<file path="src/rtl/assert_macros.svh">
// ----------------------------------------------------------------------------
// Assertion macros
// Shared concurrent check wrappers, clocked on clk and disabled in reset.
// ----------------------------------------------------------------------------
`ifndef ASSERT_MACROS_SVH
`define ASSERT_MACROS_SVH

// Check a property on every rising edge outside reset
`define SMF_CHECK(lbl, prop, msg) \
  lbl: assert property (@(posedge clk) disable iff (!rst_n) prop) else $error(msg);

// Check that a condition holds in the cycle after an antecedent
`define SMF_CHECK_NEXT(lbl, ante, cons, msg) \
  lbl: assert property (@(posedge clk) disable iff (!rst_n) (ante) |=> (cons)) \
    else $error(msg);

`endif

</file>
<file path="src/rtl/smf_pkg.sv">
// ----------------------------------------------------------------------------
// Median filter package
// Fixed widths and the request passed from the control to the selector.
// ----------------------------------------------------------------------------
package smf_pkg;

  // Width of the radius register
  localparam int RADIUS_BITS = 3;
  localparam logic [RADIUS_BITS-1:0] RADIUS_RESET = 3'd1;

  // Ages and effective radius fit in four bits for any supported radius
  localparam int AGE_BITS = 4;

  // Selection request: which age to read and whether it takes the median
  typedef struct packed {
    logic [AGE_BITS-1:0] age;
    logic                use_median;
  } sel_req_t;

endpackage

</file>
<file path="src/rtl/smf_cell.sv">
// ----------------------------------------------------------------------------
// Median filter window cell
// Holds one sample of the delay line and its order bits against all younger
// samples; takes both from its neighbour on every shift.
// ----------------------------------------------------------------------------
module smf_cell
  import smf_pkg::*;
#(
  parameter int SAMPLE_BITS = 16,
  parameter int LINK_BITS   = 14
) (
  input  logic                          clk,
  input  logic                          shift_en,
  input  logic signed [SAMPLE_BITS-1:0] new_sample,
  input  logic signed [SAMPLE_BITS-1:0] prev_sample,
  input  logic        [LINK_BITS-1:0]   prev_links,
  output logic signed [SAMPLE_BITS-1:0] sample_o,
  output logic        [LINK_BITS-1:0]   links_o
);

  logic signed [SAMPLE_BITS-1:0] sample_r, sample_nxt;
  logic        [LINK_BITS-1:0]   links_r, links_nxt;

  // Take the neighbour's sample; age its order bits and add the newest pair.
  // A bit is set when the younger sample sorts first (ties go to the younger).
  always_comb begin
    sample_nxt = prev_sample;
    links_nxt  = {prev_links[LINK_BITS-2:0], (new_sample <= prev_sample)};
  end

  // Hold unless a request shifts the line
  always_ff @(posedge clk) begin
    if (shift_en) begin
      sample_r <= sample_nxt;
      links_r  <= links_nxt;
    end
  end

  assign sample_o = sample_r;
  assign links_o  = links_r;

endmodule

</file>
<file path="src/rtl/smf_select.sv">
// ----------------------------------------------------------------------------
// Median filter selector
// Ranks the samples inside the window from the stored order bits and picks
// either the median or the raw sample of a given age.
// ----------------------------------------------------------------------------
module smf_select
  import smf_pkg::*;
#(
  parameter int MAX_RADIUS  = 7,
  parameter int SAMPLE_BITS = 16
) (
  input  logic signed [SAMPLE_BITS-1:0] win_sample [2*MAX_RADIUS+1],
  input  logic        [2*MAX_RADIUS-1:0] win_links [2*MAX_RADIUS+1],
  input  logic        [AGE_BITS-1:0]    radius,
  input  sel_req_t                      req,
  output logic signed [SAMPLE_BITS-1:0] sample_o
);

  localparam int DEPTH    = 2 * MAX_RADIUS + 1;
  localparam int LEN_BITS = AGE_BITS + 1;

  logic [LEN_BITS-1:0]           win_len;
  logic [DEPTH-1:0]              in_win;
  logic [DEPTH-1:0]              pred     [DEPTH];
  logic [DEPTH-1:0]              rank_hit;
  logic signed [SAMPLE_BITS-1:0] median;
  logic signed [SAMPLE_BITS-1:0] raw;

  assign win_len = {radius, 1'b1};

  // Mark the ages inside the current window
  always_comb begin
    for (int i = 0; i < DEPTH; i++) begin
      in_win[i] = (LEN_BITS'(i) < win_len);
    end
  end

  // Collect, for every age, the window samples that sort before it
  always_comb begin
    for (int i = 0; i < DEPTH; i++) begin
      for (int j = 0; j < DEPTH; j++) begin
        if (j < i) begin
          pred[i][j] = win_links[i][j] & in_win[j];
        end else if (j > i) begin
          pred[i][j] = ~win_links[j][i] & in_win[j];
        end else begin
          pred[i][j] = 1'b0;
        end
      end
    end
  end

  // Find the window sample with exactly radius samples before it
  always_comb begin
    for (int i = 0; i < DEPTH; i++) begin
      rank_hit[i] = in_win[i] && ($countones(pred[i]) == int'(radius));
    end
  end

  // Drive the median and the raw sample through one-hot selection
  always_comb begin
    median = '0;
    raw    = '0;
    for (int i = 0; i < DEPTH; i++) begin
      if (rank_hit[i]) begin
        median = median | win_sample[i];
      end
      if (int'(req.age) == i) begin
        raw = raw | win_sample[i];
      end
    end
  end

  assign sample_o = req.use_median ? median : raw;

endmodule

</file>
<file path="src/rtl/sliding_median_filter_unit.sv">
// ----------------------------------------------------------------------------
// Sliding median filter unit - a registered job stage, then the output register.
// One sample per cycle unless stalled; a last one holds input while it flushes.
// Reset: radius 1, sample count and all pending results cleared at once.
// ----------------------------------------------------------------------------
`include "assert_macros.svh"

module sliding_median_filter_unit
  import smf_pkg::*;
#(
  parameter int MAX_RADIUS  = 7,
  parameter int SAMPLE_BITS = 16
) (
  input  logic                          clk,
  input  logic                          rst_n,
  input  logic                          cfg_wr_en,
  input  logic [RADIUS_BITS-1:0]        cfg_wr_data,
  input  logic                          in_valid,
  output logic                          in_stall,
  input  logic signed [SAMPLE_BITS-1:0] in_sample_in,
  input  logic                          in_end_of_signal,
  output logic                          out_valid,
  input  logic                          out_stall,
  output logic signed [SAMPLE_BITS-1:0] out_sample_out,
  output logic                          out_last_out
);

  localparam int DEPTH      = 2 * MAX_RADIUS + 1;
  localparam int LINK_BITS  = 2 * MAX_RADIUS;
  localparam int COUNT_BITS = $clog2(DEPTH + 1);
  localparam int CMP_BITS   = COUNT_BITS + 1;

  // Configuration and control state
  logic [RADIUS_BITS-1:0] radius_r, radius_nxt;
  logic [COUNT_BITS-1:0]  seen_r, seen_nxt;
  logic                   p_valid_r, p_valid_nxt;
  logic [AGE_BITS-1:0]    p_age_r, p_age_nxt;
  logic                   p_last_r, p_last_nxt;
  logic                   p_med_r, p_med_nxt;
  logic                   out_valid_r, out_valid_nxt;
  logic signed [SAMPLE_BITS-1:0] out_sample_r, out_sample_nxt;
  logic                   out_last_r, out_last_nxt;

  logic [AGE_BITS-1:0]    r_eff;
  logic [CMP_BITS-1:0]    n_ext;
  logic [CMP_BITS-1:0]    r_ext;
  logic                   out_free;
  logic                   move;
  logic                   p_done;
  logic                   acc;
  logic                   short_run;
  logic                   job_new;

  logic signed [SAMPLE_BITS-1:0] win_sample [DEPTH];
  logic        [LINK_BITS-1:0]   win_links  [DEPTH];
  sel_req_t                      sel_req;
  logic signed [SAMPLE_BITS-1:0] sel_sample;

  // Clamp the radius to the window the line can hold
  assign r_eff = (AGE_BITS'(radius_r) > AGE_BITS'(MAX_RADIUS)) ?
                 AGE_BITS'(MAX_RADIUS) : AGE_BITS'(radius_r);

  assign n_ext = CMP_BITS'(seen_r);
  assign r_ext = CMP_BITS'(r_eff);

  // Handshake: advance the job into the output register when it is free
  assign out_free  = !out_valid_r || !out_stall;
  assign move      = p_valid_r && out_free;
  assign p_done    = move && (!p_last_r || (p_age_r == '0));
  assign in_stall  = p_valid_r && !p_done;
  assign acc       = in_valid && !in_stall;
  assign short_run = n_ext < r_ext;
  assign job_new   = acc && (in_end_of_signal || !short_run);

  // Window delay line: cell 0 takes the new sample directly
  for (genvar g = 0; g < DEPTH; g++) begin : g_cell
    if (g == 0) begin : g_head
      smf_cell #(
        .SAMPLE_BITS (SAMPLE_BITS),
        .LINK_BITS   (LINK_BITS)
      ) u_cell (
        .clk         (clk),
        .shift_en    (acc),
        .new_sample  (in_sample_in),
        .prev_sample (in_sample_in),
        .prev_links  ('0),
        .sample_o    (win_sample[g]),
        .links_o     (win_links[g])
      );
    end else begin : g_body
      smf_cell #(
        .SAMPLE_BITS (SAMPLE_BITS),
        .LINK_BITS   (LINK_BITS)
      ) u_cell (
        .clk         (clk),
        .shift_en    (acc),
        .new_sample  (in_sample_in),
        .prev_sample (win_sample[g-1]),
        .prev_links  (win_links[g-1]),
        .sample_o    (win_sample[g]),
        .links_o     (win_links[g])
      );
    end
  end

  // Pick the result for the job's current age
  always_comb begin
    sel_req.age        = p_age_r;
    sel_req.use_median = p_med_r && (p_age_r == r_eff);
  end

  smf_select #(
    .MAX_RADIUS  (MAX_RADIUS),
    .SAMPLE_BITS (SAMPLE_BITS)
  ) u_select (
    .win_sample (win_sample),
    .win_links  (win_links),
    .radius     (r_eff),
    .req        (sel_req),
    .sample_o   (sel_sample)
  );

  // Next-state logic for radius, count, job and output register
  always_comb begin
    radius_nxt     = radius_r;
    seen_nxt       = seen_r;
    p_valid_nxt    = p_valid_r;
    p_age_nxt      = p_age_r;
    p_last_nxt     = p_last_r;
    p_med_nxt      = p_med_r;
    out_valid_nxt  = out_valid_r;
    out_sample_nxt = out_sample_r;
    out_last_nxt   = out_last_r;

    if (cfg_wr_en) begin
      radius_nxt = cfg_wr_data;
    end

    // Count samples of the current signal; drop the count after a last one
    if (acc) begin
      if (in_end_of_signal) begin
        seen_nxt = '0;
      end else if (seen_r < COUNT_BITS'(DEPTH)) begin
        seen_nxt = seen_r + 1'b1;
      end
    end

    // Step the job: retire it, count a flush down, or load a new request
    if (p_done) begin
      p_valid_nxt = 1'b0;
    end else if (move) begin
      p_age_nxt = p_age_r - 1'b1;
    end
    if (job_new) begin
      p_valid_nxt = 1'b1;
      p_last_nxt  = in_end_of_signal;
      p_med_nxt   = n_ext >= (r_ext << 1);
      p_age_nxt   = (in_end_of_signal && short_run) ? AGE_BITS'(seen_r) : r_eff;
    end

    // Hold the output until taken, then refill from the job
    if (move) begin
      out_valid_nxt  = 1'b1;
      out_sample_nxt = sel_sample;
      out_last_nxt   = p_last_r && (p_age_r == '0);
    end else if (!out_stall) begin
      out_valid_nxt = 1'b0;
    end
  end

  always_ff @(posedge clk) begin
    if (!rst_n) begin
      radius_r    <= RADIUS_RESET;
      seen_r      <= '0;
      p_valid_r   <= 1'b0;
      p_age_r     <= '0;
      p_last_r    <= 1'b0;
      p_med_r     <= 1'b0;
      out_valid_r <= 1'b0;
      out_last_r  <= 1'b0;
    end else begin
      radius_r    <= radius_nxt;
      seen_r      <= seen_nxt;
      p_valid_r   <= p_valid_nxt;
      p_age_r     <= p_age_nxt;
      p_last_r    <= p_last_nxt;
      p_med_r     <= p_med_nxt;
      out_valid_r <= out_valid_nxt;
      out_last_r  <= out_last_nxt;
    end
    out_sample_r <= out_sample_nxt;
  end

  assign out_valid      = out_valid_r;
  assign out_sample_out = out_sample_r;
  assign out_last_out   = out_last_r;

  // Checks on the job control
  `SMF_CHECK(a_stall_only_busy, !p_valid_r |-> !in_stall, "input stalled with no job pending")
  `SMF_CHECK(a_age_in_window, p_valid_r |-> (p_age_r <= r_eff), "job age beyond radius")
  `SMF_CHECK_NEXT(a_last_clears_count, acc && in_end_of_signal, seen_r == '0, "count kept")

endmodule

</file>
<file path="config.mk">
export PLATFORM = sky130hd
export DESIGN_NAME = sliding_median_filter_unit
export DESIGN_NICKNAME = d
export VERILOG_FILES = /design/src/rtl/smf_pkg.sv /design/src/rtl/smf_cell.sv /design/src/rtl/smf_select.sv /design/src/rtl/sliding_median_filter_unit.sv
export VERILOG_INCLUDE_DIRS = /design/src /design/src/rtl
export SDC_FILE = /design/constraint.sdc
export NUM_CORES = 1
export LEC_CHECK = 0
export ABC_AREA = 0
export BUFFER_PORTS_ARGS = -buffer_cell sky130_fd_sc_hd__buf_2
export CORE_ASPECT_RATIO = 1.1
export CORE_UTILIZATION = 37
export DETAILED_ROUTE_END_ITERATION = 7
export GPL_ROUTABILITY_DRIVEN = 0
export SETUP_SLACK_MARGIN = 0.3
export SYNTH_ARGS = -nofsm -noshare
export SYNTH_HDL_FRONTEND = slang
export SYNTH_SLANG_ARGS = --single-unit
</file>
<file path="constraint.sdc">
create_clock -name clk -period 38.1 [get_ports clk]
set_input_delay 3.81 -clock clk [delete_from_list [all_inputs] [get_ports clk]]
set_output_delay 3.81 -clock clk [all_outputs]
set_load 0.02 [all_outputs]
</file>
==> Word-level counts from Yosys, hierarchy flattened <==
Index checks and enable logic that the tools add are counted.
{ "word_totals": {"inputBits": 25, "reg_bits": 377, "elab_cells": 722, "output_inout_bits": 19} }
{ "classes": {"n_eq_ne": 32, "order_cmp": 32, "bitwise": 343, "add_sub_neg": 197, "muxes": 41, "reduce_logical": 39} }
{ "op_table": {"columns": ["op", "n"], "rows": [
  ["adder 32 bit", 78],
  ["adder 32 x 1 -> 32 bit", 18],
  ["2-to-1 mux 16 bit", 31],
  ["== test 32 x 4 -> 1 bit", 15],
  ["OR 16 bit", 28],
  ["<= comparator 16 bit", 14],
  ["AND 1 bit", 210],
  ["adder 1 x 32 -> 32 bit", 6],
  ["adder 1 x 1 -> 2 bit", 93],
  ["inverter 1 bit", 105],
  ["== test 4 bit, second input constant", 8],
  ["less-than comparator 4 bit, first input constant", 7],
  ["2-to-1 mux 4 bit", 6],
  ["logical AND 1 bit", 23],
  ["== test 4 x 3 -> 1 bit, second input constant", 4],
  ["less-than comparator 3 x 4 -> 1 bit, first input constant", 4],
  ["== test 4 x 2 -> 1 bit, second input constant", 2],
  ["zero test 4 bit", 2],
  ["less-than comparator 1 x 4 -> 1 bit, first input constant", 2],
  ["less-than comparator 2 x 4 -> 1 bit, first input constant", 2],
  ["zero test 1 bit", 6],
  ["nonzero test 2 bit", 3],
  ["adder 4 x 1 -> 4 bit, second input constant", 1],
  ["== test 4 x 3 -> 1 bit", 1],
  ["8 further kinds", 15]
]} }

==> Logic depth before layout (Yosys ltp) <==
{ "logic_depth": {"depth_word": 38, "ltp_mapped": 22} }

==> Modules after synthesis <==
Synthesis repeated with hierarchy kept, for this count alone.
{ "hier_totals": {"cells_unflattened": 2714, "hier_area_um2": 31411.4} }
{ "by_module_without_submodules": {"columns": ["module", "seq_area_each_um2", "cells_per_inst", "instances", "area_each_um2"], "rows": [
  ["smf_cell", 900.9, 86, 15, 1312.5],
  ["smf_select", 0.0, 1295, 1, 10249.8],
  ["sliding_median_filter_unit", 800.8, 129, 1, 1473.9]
]} }

==> Worst setup path before layout <==
Ideal clock, no wire load.
{ "synth_path": {"kind": "input port to flip-flop", "startpoint": "input port out_stall", "endpoint": "register p_age_r[0]", "setup_time_ns": 0.166, "path_buffers": 0, "t_arrival_ns": 15.127, "slack_ns": 22.806, "cell_stages": 6, "cell_sequence": "nand2_1 o21ai_0 a21boi_2 o21ai_1 a211oi_1 a211oi_1"} }
{ "synth_via": {"elab_chain_cells": 11, "word_cells_on_any_way": 13, "cone_classes": "eq/ne (1); mux (1); reduce/logical (11)"} }
{ "synth_rtl": {"columns": ["item", "line", "text"], "rows": [
  ["from (decl)", "sliding_median_filter_unit.sv:23", "input logic out_stall,"],
  ["zero test 1 bit (*)", null, null],
  ["logical OR 1 bit (*)", "sliding_median_filter_unit.sv:67", "assign out_free = !out_valid_r || !out_stall;"],
  ["logical AND 1 bit (*)", "sliding_median_filter_unit.sv:68", "assign move = p_valid_r && out_free;"],
  ["logical AND 1 bit (*)", "sliding_median_filter_unit.sv:69", "assign p_done = move && (!p_last_r || (p_age_r == '0));"],
  ["zero test 1 bit (*)", "sliding_median_filter_unit.sv:70", "assign in_stall = p_valid_r && !p_done;"],
  ["logical AND 1 bit (*)", "sliding_median_filter_unit.sv:70", null],
  ["zero test 1 bit (*)", "sliding_median_filter_unit.sv:71", "assign acc = in_valid && !in_stall;"],
  ["logical AND 1 bit (*)", "sliding_median_filter_unit.sv:71", null],
  ["via acc", "sliding_median_filter_unit.sv:50", "logic acc;"],
  ["logical AND 1 bit (*)", "sliding_median_filter_unit.sv:73", "assign job_new = acc && (in_end_of_signal || !short_run);"],
  ["inequality test 2 x 1 -> 1 bit (no source line) / nonzero test 2 bit (equally long branches)", null, null],
  ["AND reduction 2 bit (no source line)", null, null],
  ["to (signal assigned)", "sliding_median_filter_unit.sv:185", "p_age_r <= p_age_nxt;"],
  ["to (decl)", "sliding_median_filter_unit.sv:37", "logic [AGE_BITS-1:0] p_age_r, p_age_nxt;"]
]} }
Mark *: on every way through the listed nets, which the timed path passes. The rest lies on a longest branch.
A chain may end at the register's enable or synchronous reset.

==> Worst setup path in the final report <==
{ "layout_path": {"startpoint": "input port out_stall", "endpoint": "output port in_stall"} }
{ "layout_via": {"elab_chain_cells": 6} }
{ "layout_rtl": {"columns": ["item", "line", "text"], "rows": [
  ["zero test 1 bit", null, null],
  ["logical OR 1 bit", "sliding_median_filter_unit.sv:67", null],
  ["logical AND 1 bit", "sliding_median_filter_unit.sv:68", null],
  ["logical AND 1 bit", "sliding_median_filter_unit.sv:69", null],
  ["zero test 1 bit", "sliding_median_filter_unit.sv:70", null],
  ["logical AND 1 bit", "sliding_median_filter_unit.sv:70", null],
  ["to (decl)", "sliding_median_filter_unit.sv:19", "output logic in_stall,"]
]} }
No other way between the ends.

==> flow_summary.ini <==
[floorplanning]
num_io_pins = 44
core-area_um2 = 74900
dieArea_um2 = 77100
rows = 105
fp.dieH_um = 291
die_x_um = 265
initial_core_util_pct = 37.6

[routing]
routedWlPerCell_um = 25.7
antenna_left = 0
firstDrtPassIters = 8
drcViolationCount = 3
drtIter0Drc = 2293
vias = 21369
routed_wl_mm = 92.8
vias_per_cell = 5.92

[clock_tree]
clockRootBuffer = clkbuf_16
cts_setup_buffers = 0
cts_buffers = 45
cts_resized = 0
clk-insertion-delay-late_ps = 620
cts_max_path_buffers = 3
cts_sinks = 377
cts_tree = yes
clk_pin_slew_ps = 60
h-tree-depth = 2
cts_hold_buffers = 0

[setup_path]
critPathLaunchType = input port
cp.arrival_ps = 4550
crit_buf_inv = 3
critPathTopFamily = buffers and inverters
critical_path.slowest_cell = o21ai_0
cp-end-kind = output pin
crit_type = in2out
path_cells = buf_2 > nand2_1 > o21ai_0 > nand2_1 > inv_1 > buf_2
required_ps = 34290
slowest_delay_ps = 200
critPathMaxFanout = 4

[pwr]
total_power_mw = 1.35
peakVddDrop_uv = 29.4
p_leak_nw = 13.4
power.density_nw_per_um2 = 43.4

[synthesis]
yosys_warnings = 0
synth_edf_count = 361
ys_seq_elements = 377
yosysSeqAreaShare_pct = 39.7
synth.avg_cell_area_um2 = 11.0
synth.cell_area_um2 = 28100
async_reset_ff_share_pct = 0
synthesis.nets = 3096
syn_inst = 2563
synth_cell_types = 79
synth_flop_cell = edfxtp_1

[grt]
grt_use_total_pct = 24.2
grt_pass1_vias = 22028
antenna_found_initial = 3
overflow = 0
grt_max_degree = 191
grt_first_pass_wirelength_mm = 140

[timing]
rsz0062_at_grt = false
min_period_ps = 8360
tightest_slew_ps = 1310
clock.fmax_ghz = 0.120
setup_tns_ps = 0
fin_ws_ps = 29740
max_slew_margin_pct = 12.8
hold_viol = 0
skew_ps = 44.5
slew_violations = 0
period_share_pct = 21.9
setup_violations = 0

[worst_hold_path]
holdCritPathClass = reg2reg

[place]
port_buffers = 43
dpl.hpwl_mm = 67.4
pre_cts_ws_ps = 29750
dpl_cell_area_um2 = 29500

[finish]
area_growth_pct = 10.5
nNetsFinal = 3142
final_util_pct = 41.5
fin_area_um2 = 31100
drive_gt1_share_pct = 8.20

[run_status]
violations = design-rule violations
outcome = complete, but fails checks

[flow_run]
drv_cap = 0
==> final cells by class <==
type / instances / area, um2
antenna: 1 / 2.50
clock buffer: 58 / 1220
clock inverter: 25 / 314
fill: 7088 / 43800
inverter: 455 / 1710
multi-input combinational: 1648 / 14900
sequential: 377 / 11200
tap: 963 / 1200
timing repair buffer: 82 / 520
==> power by group <==
group	switching, mW	internal, mW	total [mW]
registers	0.0329	0.491	0.524
logic	0.233	0.138	0.371
clock network	0.187	0.268	0.455
total	0.453	0.897	1.35
==> layer usage <==
| layer | GRT usage, % | part of all wire (%) |
|---|---|---|
| met4 | 13.0 | 6.2 |
| met1 | 30.3 | 39 |
| met2 | 39.3 | 46 |
| met5 | 0 | 0.044 |
| met3 | 4.71 | 8.7 |
==> sequential cells by signal (all words and copies together), names as in the netlist <==
signal,count
out_last_out,1
g_cell.g_body.u_cell.sample_o,224
out_valid,1
p_last_r,1
out_sample_out,16
g_cell.g_head.u_cell.sample_o,16
radius_r,3
p_valid_r,1
p_med_r,1
g_cell.g_body.u_cell.links_o,105
seen_r,4
p_age_r,4
==> cells in the mapped netlist, types with 23 or more instances <==
cell type	instances	area [um2]
fa_1	138	2760
nand3_1	27	135
nand2_1	88	330
o21ai_0	61	305
nor2b_1	94	588
edfxtp_1	361	10800
a221oi_1	23	201
and2_1	25	156
inv_1	453	1700
nor2_1	139	522
a31oi_1	25	156
a222oi_1	36	360
a21oi_1	72	360
clkbuf_1	44	165
nand4_1	70	438
nor3_1	24	120
a22oi_1	56	420
ha_1	370	4630
a21o_1	66	495
==> final timing paths <==
path,start,end,slack (ps),cells after the start
hold / removal,g_cell[2].g_body.u_cell.sample_o[8]$_DFFE_PP_,g_cell[3].g_body.u_cell.sample_o[8]$_DFFE_PP_,450,0
hold reg to reg,g_cell[2].g_body.u_cell.sample_o[8]$_DFFE_PP_,g_cell[3].g_body.u_cell.sample_o[8]$_DFFE_PP_,450,0
setup reg to reg,radius_r[2]$_SDFFE_PN0P_,out_sample_out[1]$_DFFE_PP_,31400,19
setup / recovery,out_stall,in_stall,29740,6
==> per-stage QoR <==
step / hold WS, ps / std cells
finish: 450 / 3609
global route: 461 / 3608
CTS: 450 / 3608
detailed placement: 435 / 3525
global placement: 450 / 3525
floorplan: 426 / 2563
==> cells in the final DEF (no fill, tap or decap), types with 22 or more instances in the layout <==
master / n
nor2_1: 137
buf_4: 38
a21oi_1: 71
a222oi_1: 36
nor2b_1: 94
nor3_1: 22
edfxtp_1: 361
o21ai_0: 61
clkbuf_16: 46
buf_2: 43
ha_1: 366
and2_1: 25
inv_1: 453
a31oi_1: 25
a21o_1: 66
a22oi_1: 56
nand2_1: 88
nand3_1: 27
a221oi_1: 23
fa_1: 138
nand4_1: 70
==> cell families (layout without fill, tap and decap cells) <==
group	Yosys count	after routing	share of synthesized area [%]
simple gates	565	565	10.6
buf+inv	538	620	7.41
compound gates	512	512	13.7
fa+ha+maj	508	508	26.3
flops	377	377	39.7
mux	33	33	1.45
xor+xnor	30	30	0.961
other cells	0	1	0
No activity file was read; power rests on OpenSTA's default activity.
